<file path="config.mk">
export PLATFORM = sky130hd
export DESIGN_NAME = signed_int_to_decimal_ascii_unit
export DESIGN_NICKNAME = d
export VERILOG_FILES = /design/src/sitda_pkg.sv /design/src/sitda_front.sv /design/src/sitda_queue.sv /design/src/sitda_back.sv /design/src/signed_int_to_decimal_ascii_unit.sv
export SDC_FILE = /design/constraint.sdc
export NUM_CORES = 1
export LEC_CHECK = 0
export BUFFER_PORTS_ARGS = -buffer_cell sky130_fd_sc_hd__buf_2
export CAP_MARGIN = 0
export CORE_UTILIZATION = 33
export CTS_BUF_LIST = sky130_fd_sc_hd__clkbuf_8 sky130_fd_sc_hd__clkbuf_16
export DETAILED_ROUTE_END_ITERATION = 6
export GPL_TIMING_DRIVEN = 0
export MAX_ROUTING_LAYER = met4
export SLEW_MARGIN = 25
export SYNTH_ARGS = -nofsm -noshare
export SYNTH_HDL_FRONTEND = slang
export SYNTH_SLANG_ARGS = --single-unit
</file>
<file path="constraint.sdc">
create_clock -name clk -period 10.28 [get_ports clk]
set_input_delay 3.084 -clock clk [delete_from_list [all_inputs] [get_ports clk]]
set_output_delay 3.084 -clock clk [all_outputs]
set_load 0.02 [all_outputs]
</file>
<file path="src/sitda_pkg.sv">
// shared types and constants for the signed integer to decimal text unit
package sitda_pkg;

	// sign and magnitude of one classified item
	typedef struct packed {
		logic        neg;
		logic [31:0] mag;
	} item_t;

	localparam logic [7:0]  DIGIT_ZERO  = 8'd48;
	localparam logic [7:0]  MINUS_SIGN  = 8'd45;
	localparam logic [3:0]  RADIX       = 4'd10;
	localparam int          MAX_DIGITS  = 10;
	localparam int          DIGIT_IDX_W = 4;
	// ceil(2^35 / 10): x / 10 == (x * RECIP_TEN) >> 35 for every 32-bit x
	localparam logic [31:0] RECIP_TEN   = 32'hCCCC_CCCD;
	localparam int          RECIP_SHIFT = 35;

endpackage

</file>
<file path="src/sitda_front.sv">
// front end: accepts a value and splits it into sign and magnitude
module sitda_front (
	input  logic                in_valid,
	output logic                in_ready,
	input  logic signed [31:0]  value,
	output logic                push,
	output sitda_pkg::item_t    push_item,
	input  logic                q_full
);

	logic [31:0] raw;

	// accept whenever the queue has a free slot
	assign in_ready = !q_full;
	assign push     = in_valid && !q_full;

	// magnitude in 32 unsigned bits, the most negative value wraps onto itself
	assign raw            = value;
	assign push_item.neg  = raw[31];
	assign push_item.mag  = raw[31] ? (~raw + 32'd1) : raw;

endmodule

</file>
<file path="src/sitda_queue.sv">
// two-entry queue between the front end and the converter
module sitda_queue (
	input  logic             clk,
	input  logic             arst_n,
	input  logic             push,
	input  sitda_pkg::item_t push_item,
	output logic             full,
	input  logic             pop,
	output logic             pop_valid,
	output sitda_pkg::item_t pop_item
);

	sitda_pkg::item_t mem_q [2];
	logic             wr_ptr_q;
	logic             rd_ptr_q;
	logic [1:0]       count_q;

	assign full      = (count_q == 2'd2);
	assign pop_valid = (count_q != 2'd0);
	assign pop_item  = mem_q[rd_ptr_q];

	// storage
	always_ff @(posedge clk) begin
		if (push) begin
			mem_q[wr_ptr_q] <= push_item;
		end
	end

	// pointers and fill count
	always_ff @(posedge clk or negedge arst_n) begin
		if (!arst_n) begin
			wr_ptr_q <= 1'b0;
			rd_ptr_q <= 1'b0;
			count_q  <= 2'd0;
		end else begin
			if (push) begin
				wr_ptr_q <= ~wr_ptr_q;
			end
			if (pop) begin
				rd_ptr_q <= ~rd_ptr_q;
			end
			if (push && !pop) begin
				count_q <= count_q + 2'd1;
			end else if (pop && !push) begin
				count_q <= count_q - 2'd1;
			end
		end
	end

endmodule

</file>
<file path="src/sitda_back.sv">
// back end: digit extraction by reciprocal multiply and character output
module sitda_back (
	input  logic             clk,
	input  logic             arst_n,
	input  logic             q_valid,
	input  sitda_pkg::item_t q_item,
	output logic             pop,
	output logic             out_valid,
	input  logic             out_ready,
	output logic [7:0]       char_code,
	output logic             last_char
);

	typedef enum logic [2:0] {
		B_IDLE = 3'b001,
		B_CONV = 3'b010,
		B_EMIT = 3'b100
	} back_state_t;

	localparam logic [sitda_pkg::DIGIT_IDX_W-1:0] IDX_ONE =
		{{(sitda_pkg::DIGIT_IDX_W-1){1'b0}}, 1'b1};

	back_state_t                           state_q;
	logic                                  neg_q;
	logic [31:0]                           cur_q;
	logic [3:0]                            prev_q;
	logic                                  pend_q;
	logic                                  done_q;
	logic [sitda_pkg::DIGIT_IDX_W-1:0]     cnt_q;
	logic [sitda_pkg::DIGIT_IDX_W-1:0]     rd_q;
	logic                                  sign_pend_q;
	logic [3:0]                            digits_q [sitda_pkg::MAX_DIGITS];
	logic                                  out_valid_q;
	logic [7:0]                            char_q;
	logic                                  last_q;

	logic [63:0] prod;
	logic [31:0] quot;
	logic [7:0]  times_ten;
	logic [3:0]  digit;
	logic        slot_free;

	assign out_valid = out_valid_q;
	assign char_code = char_q;
	assign last_char = last_q;

	assign pop       = (state_q == B_IDLE) && q_valid;
	assign slot_free = !out_valid_q || out_ready;

	// divide by ten
	assign prod = {32'd0, cur_q} * {32'd0, sitda_pkg::RECIP_TEN};
	assign quot = 32'(prod >> sitda_pkg::RECIP_SHIFT);

	// remainder of the previous division: only the low four bits matter
	assign times_ten = {4'd0, cur_q[3:0]} * {4'd0, sitda_pkg::RADIX};
	assign digit     = prev_q - times_ten[3:0];

	// digit store, written least significant first
	always_ff @(posedge clk) begin
		if (state_q == B_CONV && pend_q) begin
			digits_q[cnt_q] <= digit;
		end
	end

	// output character register
	always_ff @(posedge clk) begin
		if (state_q == B_EMIT && slot_free) begin
			if (sign_pend_q) begin
				char_q <= sitda_pkg::MINUS_SIGN;
				last_q <= 1'b0;
			end else begin
				char_q <= sitda_pkg::DIGIT_ZERO + {4'd0, digits_q[rd_q]};
				last_q <= (rd_q == '0);
			end
		end
	end

	// sequencer and datapath registers
	always_ff @(posedge clk or negedge arst_n) begin
		if (!arst_n) begin
			state_q     <= B_IDLE;
			neg_q       <= 1'b0;
			cur_q       <= '0;
			prev_q      <= '0;
			pend_q      <= 1'b0;
			done_q      <= 1'b0;
			cnt_q       <= '0;
			rd_q        <= '0;
			sign_pend_q <= 1'b0;
			out_valid_q <= 1'b0;
		end else begin
			// output valid: set when a character is loaded, cleared once taken
			if (state_q == B_EMIT && slot_free) begin
				out_valid_q <= 1'b1;
			end else if (out_ready) begin
				out_valid_q <= 1'b0;
			end
			case (state_q)
				B_IDLE: begin
					if (q_valid) begin
						neg_q   <= q_item.neg;
						cur_q   <= q_item.mag;
						pend_q  <= 1'b0;
						done_q  <= 1'b0;
						cnt_q   <= '0;
						state_q <= B_CONV;
					end
				end
				B_CONV: begin
					if (!done_q) begin
						cur_q  <= quot;
						prev_q <= cur_q[3:0];
						pend_q <= 1'b1;
						if (quot == '0) begin
							done_q <= 1'b1;
						end
					end
					if (pend_q) begin
						cnt_q <= cnt_q + IDX_ONE;
						if (done_q) begin
							rd_q        <= cnt_q;
							sign_pend_q <= neg_q;
							pend_q      <= 1'b0;
							state_q     <= B_EMIT;
						end
					end
				end
				B_EMIT: begin
					if (slot_free) begin
						if (sign_pend_q) begin
							sign_pend_q <= 1'b0;
						end else if (rd_q == '0) begin
							state_q <= B_IDLE;
						end else begin
							rd_q <= rd_q - IDX_ONE;
						end
					end
				end
				default: begin
					state_q <= B_IDLE;
				end
			endcase
		end
	end

endmodule

</file>
<file path="src/signed_int_to_decimal_ascii_unit.sv">
// top level of the signed integer to decimal text unit
// Converts each 32-bit two's-complement value into its decimal ASCII text, one character per
// output item, most significant first, with a leading '-' for negative values and last_char
// set on the final character; the most negative value gives "-2147483648". The converter
// loads a value, runs one division by ten per digit in the reciprocal multiplier and then
// drains, after which the characters (one more than the digits when negative) leave
// through the output register. A two-entry queue in front of the converter lets new
// values be taken while an earlier one is still being converted or sent out.
module signed_int_to_decimal_ascii_unit (
	input  logic               clk,
	input  logic               arst_n,
	input  logic               in_valid,
	output logic               in_ready,
	input  logic signed [31:0] value,
	output logic               out_valid,
	input  logic               out_ready,
	output logic [7:0]         char_code,
	output logic               last_char
);

	logic             push;
	sitda_pkg::item_t push_item;
	logic             q_full;
	logic             pop;
	logic             q_valid;
	sitda_pkg::item_t q_item;

	// accept and classify
	sitda_front u_front (
		.in_valid  (in_valid),
		.in_ready  (in_ready),
		.value     (value),
		.push      (push),
		.push_item (push_item),
		.q_full    (q_full)
	);

	// decoupling queue
	sitda_queue u_queue (
		.clk       (clk),
		.arst_n    (arst_n),
		.push      (push),
		.push_item (push_item),
		.full      (q_full),
		.pop       (pop),
		.pop_valid (q_valid),
		.pop_item  (q_item)
	);

	// convert and send characters
	sitda_back u_back (
		.clk       (clk),
		.arst_n    (arst_n),
		.q_valid   (q_valid),
		.q_item    (q_item),
		.pop       (pop),
		.out_valid (out_valid),
		.out_ready (out_ready),
		.char_code (char_code),
		.last_char (last_char)
	);

endmodule
</file>
* Yosys cells after proc, flatten, opt, wreduce, memory -nomap -nowiden *
Memory sizes are Yosys's and may differ from the RTL's.
Index checks and enable logic that the tools add are counted.

cells by class
  bitwise logic cells = 4
  multiplexer cells = 40
  reduce and logical (&&, ||, !) cells = 26
  add/subtract/negate cells = 7
  multipliers = 2
  eq/ne operators = 12

operators with widths
  cell                      number
  $mux W32                  3
  $mul A32 B32 Y64 const B  1
  $pmux W32 S2              1
  $add A32 B1 Y32 const B   1
  $logic_not A32 Y1         1
  $not A32 Y32              1
  $mux W4                   7
  $mux W3                   6
  $pmux W4 S2               2
  $mux W1                   15
  $reduce_and A6 Y1         2
  $reduce_bool A2 Y1        5
  $pmux W3 S3               1
  $ne A2 B1 Y1 const B      4
  $ne A2 B2 Y1 const B      4
  $add A6 B4 Y7 const A     1
  $logic_and A1 B1 Y1       6
  $pmux W1 S2               3
  $reduce_and A2 Y1         3
  $reduce_and A3 Y1         2
  $add A4 B1 Y4 const B     1
  $logic_not A1 Y1          4
  $logic_not A4 Y1          1
  $mul A4 B3 Y3 const B     1
  other kinds (12)          15

word-level totals
  memory bits (writable) = 106
  word-level logic and storage cells = 108
  output and inout bits = 11
  memories kept = 2
  input port bits = 36
  bits in registers = 65

memory list
  name             words  width  rd ports  clocked after memory_dff  wr ports  RTL line           source
  u_queue.mem_q    2      33     1         0                         1         sitda_queue.sv:13  sitda_pkg::item_t mem_q [2];
  u_back.digits_q  10     4      1         0                         1         sitda_back.sv:32   logic [3:0] digits_q [sitda_pkg::MAX_DIGITS];

* Logic depth before layout (Yosys ltp) *
  word-level depth = 7
  mapped depth = 27
  gate-level depth less buffers = 27

* Modules after synthesis *
A second synthesis with hierarchy kept.

second synthesis, totals
  cells, all modules = 2422
  area total of the unflattened synthesis = 25293.0 sq um

by module, submodules not included
  module       instances  area each (sq um)  sequential area each (sq um)  cells an instance
  sitda_back   1          21848.5            2683.8                        2201
  sitda_queue  1          2722.6             2082.0                        119
  sitda_front  1          721.9              0.0                           102

* Worst setup path before layout *
Ideal clock, no wire load.

  path type = flip-flop to flip-flop
  start = reg u_back.cur_q[21]
  end = reg u_back.done_q
  data required time = 10188 ps
  arrival time = 7202 ps
  clock period less this slack = 7294 ps
  path slack = 2986 ps
  library setup time = 92 ps
  buffers on the path = 1
  stages on the path, launching flop included = 27
  cells stage by stage = dfrtp_1 > ha_1 > inv_1 > fa_1 > inv_1 > fa_1 > inv_1 > fa_1 > inv_1 > fa_1 > fa_1 > fa_1 > inv_1 > fa_1 > inv_1 > ha_1 > buf_2 > a21oi_1 > o21ai_0 > or3_1 > or3_1 > a32o_1 > or4b_1 > nor4_2 > and4b_1 > nand4_1 > o31ai_2

between the ends
  word-level cells in the longest chain between the ends = 5

ends and longest elaborated chain
  what                      RTL line           source
  start: declaration        sitda_back.sv:25   logic [31:0] cur_q;
  start signal: assignment  sitda_back.sv:102  cur_q <= q_item.mag;
  start signal: assignment  sitda_back.sv:111  cur_q <= quot;
  $mul A32 B32 Y64          sitda_back.sv:51   assign prod = {32'd0, cur_q} * {32'd0, sitda_pkg::RECIP_TEN};
  $logic_not A32 Y1         sitda_back.sv:114  if (quot == '0) begin
  $mux W1                   sitda_back.sv:114
  $mux W1                   sitda_back.sv:110  if (!done_q) begin
  $pmux W1 S2               sitda_back.sv:98   case (state_q)
  end signal: assignment    sitda_back.sv:86   done_q <= 1'b0;
  end signal: assignment    sitda_back.sv:104  done_q <= 1'b0;
  end signal: assignment    sitda_back.sv:115  done_q <= 1'b1;
  end: declaration          sitda_back.sv:28   logic done_q;

Every way passes these cells.
A chain may end at the register's enable or synchronous reset.

* Worst setup path in the final report *
  start = reg u_back.cur_q[0]
  end = reg u_back.done_q

Same word-level chain as after synthesis.

==> metrics.txt <==
Wirelength per Cell=19.3 um; CTS buffer count=17; status=finished clean; # port buffers=43; max_slew headroom=36.2%; Simple-Gate Fraction of Synth Area=6.81%; CP endpoint kind=flip-flop; CTS HTree Levels=4; final setup fails=0; Worst Tran Pin Value=0.953 ns; register area=0.00477 mm2; Syn Area/Cell=10.3 um2; Pre-Repair DR Iteration Count=5; Core Area=0.0746 mm2; Clock Sinks=168; post-route ant nets=0; Syn Inst Count=2419; Die Height=277 um; Max Cap Viol=0; RR Endpoint=u_back.done_q$_DFFE_PN0P_; First DRT Iteration DRCs=843; TNS Setup=0 ns; via count=16800; initial antenna violation count=0; Yosys top cell area share=31.4%; WS Path Type=reg2reg; # diodes=0; mux cell area share after synthesis=2.34%; Post-Synth XOR/XNOR Area=3.63%; Worst setup SP type=flip-flop; Multi-input gate area=0.0176 mm2; Root Driver=clkbuf_16; post-CTS setup buffers=0; worst clock skew=0.00636 ns; io pins=47; GRT overflow=0; Worst-path clk slew=0.06 ns; number of synthesized flops with an enable pin=112; die area=0.0765 mm2; Compound-Gate Fraction of Synth Area=8.85%; fillers=7562; vias in the first global route=18000; hold path depth=1; period utilization=87.9%; Most used DFF post-synth=edfxtp_1; GPL Wtd Cong=1.03; CTS tree=built; final hold vios=0; Skew-Pair Late Insertion Delay=0.43 ns; Req. time, crit path=10.62 ns; CTS Hold Bufs=0; row count=100; synth top area cells=fa_1, ha_1, edfxtp_1, inv_1, dfrtp_1; pins over their slew limit=0; Synth Register Bits=168; most common cell after layout, fill and taps aside=inv_1; yosys synthesis warning count=0; Total GRT Usage=18.8%; Via density=4.84; FF-to-FF setup slack=1.25 ns; hold_sp=u_queue.count_q[1]$_DFFE_PN0P_; post-synthesis sequential area ratio=19.2%; WHS Endpoint=u_queue.count_q[1]$_DFFE_PN0P_; WP data arrival=9.38 ns; first-pass GRT wire length=105000 um; Max Freq=0.111 GHz; r2r worst-path depth=23; Initial Util=33.4%; cell taking the most area after synthesis=fa_1; crit path max fanout=12; layout net count=3264; largest net degree at the start of global routing=57; r2r startpoint=u_back.cur_q[0]$_DFFE_PN0P_; post-CTS sizing=0; Post-Synth Adder-Cell Area=49.2%; DR DRC count=0; commonest cells after routing, fill and taps aside=inv_1, fa_1, ha_1, nand2_1, edfxtp_1; Total Wirelength=67000 um; post-DP HPWL=59100 um; CTS Buffer Depth=2; ys async rst share=33.3%; Min-Delay Path Class=reg2reg; share of layout cells above drive strength 1=4.93%; die extent in x=277 um; synthesized cell area=0.0249 mm2; main combinational cell family by area after synthesis=adder cells; crit path from=u_back.cur_q[0]$_DFFE_PN0P_; min Tclk post-route=9.03 ns; RSZ-0062 raised after global routing=no; Area Growth Syn to Fin=8.27%; Cell variety after synth=68
## routing by layer
layer / global-route usage [%] / share of wire (%) / up-vias
met5: - / 0 / -
met4: 6.39 / 3.4 / 0
met3: 4.45 / 7.2 / 111
met2: 29.6 / 47 / 486
met1: 23.5 / 43 / 8273
li1: - / - / 7915
## synthesized netlist by cell type (all sizes together), types with 3 or more instances
master     n
a22oi      4
a31o       3
nor2      64
inv      604
clkbuf    42
a221oi     5
o21a       6
nand4     17
nor2b      9
dfrtp     55
or3       14
nor3      18
o31ai     14
o211ai     9
fa       390
edfxtp   112
o41ai      5
xnor2     60
mux2       9
or2        7
and4       5
xor2      43
nand2b     8
or4        4
a21o      44
o21bai     5
nand3     21
a21oi    103
a31oi     12
nor4       6
ha       354
and2      24
a21boi     5
a211oi    14
buf       12
mux2i     30
a2111oi    3
and3      15
o2111ai    7
mux4       8
nand2    128
o21ai     97
## state kept, by name, summed over array words and instances, names as in the netlist
signal / flops
u_queue.count_q: 2
u_back.neg_q: 1
u_queue.wr_ptr_q: 1
u_back.last_char: 1
u_back.cur_q: 32
u_back.prev_q: 4
u_back.digits_q: 40
u_back.char_code: 5
u_back.done_q: 1
u_back.state_q: 3
u_back.out_valid: 1
u_back.cnt_q: 4
u_queue.rd_ptr_q: 1
u_back.pend_q: 1
u_back.sign_pend_q: 1
u_queue.mem_q: 66
u_back.rd_q: 4
## how the worst max path moves through the flow
stage | end | slack, ns
6_report | u_back.done_q$_DFFE_PN0P_ | 1.25
3_3_place_gp | u_back.done_q$_DFFE_PN0P_ | 1.26
5_1_grt | u_back.done_q$_DFFE_PN0P_ | 1.01
2_1_floorplan | u_back.done_q$_DFFE_PN0P_ | 2.99
3_5_place_dp | u_back.done_q$_DFFE_PN0P_ | 1.34
4_1_cts | u_back.done_q$_DFFE_PN0P_ | 1.29
## critical path: stages (launching register included)
cell	delay, ns
dfrtp_1	0.90
ha_1	0.45
xor2_1	0.50
ha_1	0.26
or2_2	0.16
fa_1	0.44
fa_1	0.42
fa_1	0.68
fa_1	0.48
fa_1	0.50
inv_1	0.05
fa_1	0.51
inv_1	0.05
ha_1	0.36
nand4_1	0.24
or3_1	0.44
a211oi_1	0.69
o21ai_0	0.23
a32o_1	0.26
or4b_1	0.51
nor4_2	0.24
and4b_1	0.25
nand4_1	0.13
o31ai_2	0.19
## cell families (layout without fill, tap and decap cells)
family                     count (synthesis)  in the layout
AOI/OAI and AO/OA                        350            350
xor gates and xnor gates                 103            103
adders and majority gates                744            744
buffers and inverters                    658            735
DFF                                      168            168
muxes                                     47             47
other                                      2              3
and+or+nand+nor                          347            347
## cell type report
class                      instances  share of cell area, %
multi-input combinational       1594                   65.5
sequential                       168                   17.7
inverter                         604                   8.41
tap                              969                   4.50
clock buffer                      17                   1.58
timing repair buffer              45                   1.01
buffer                            54                  0.841
clock inverter                    15                  0.474
## stage by stage
step / std cells / hold WS, ns / instance area (um2) / setup slack [ns] / util (%)
2_1_floorplan: 2420 / 0.450 / 24900 / 2.99 / -
3_3_place_gp: 3432 / 0.479 / 26300 / 1.26 / 35.3
3_5_place_dp: 3434 / 0.506 / 26400 / 1.34 / 35.4
4_1_cts: 3466 / 0.515 / 26900 / 1.29 / 36.1
5_1_grt: 3466 / 0.545 / 26900 / 1.01 / 36.1
6_report: 3466 / 0.516 / 26900 / 1.25 / 36.1
Power is not shown: default switching activity piles up to over one toggle a cycle in this logic, so the estimate is an artifact.
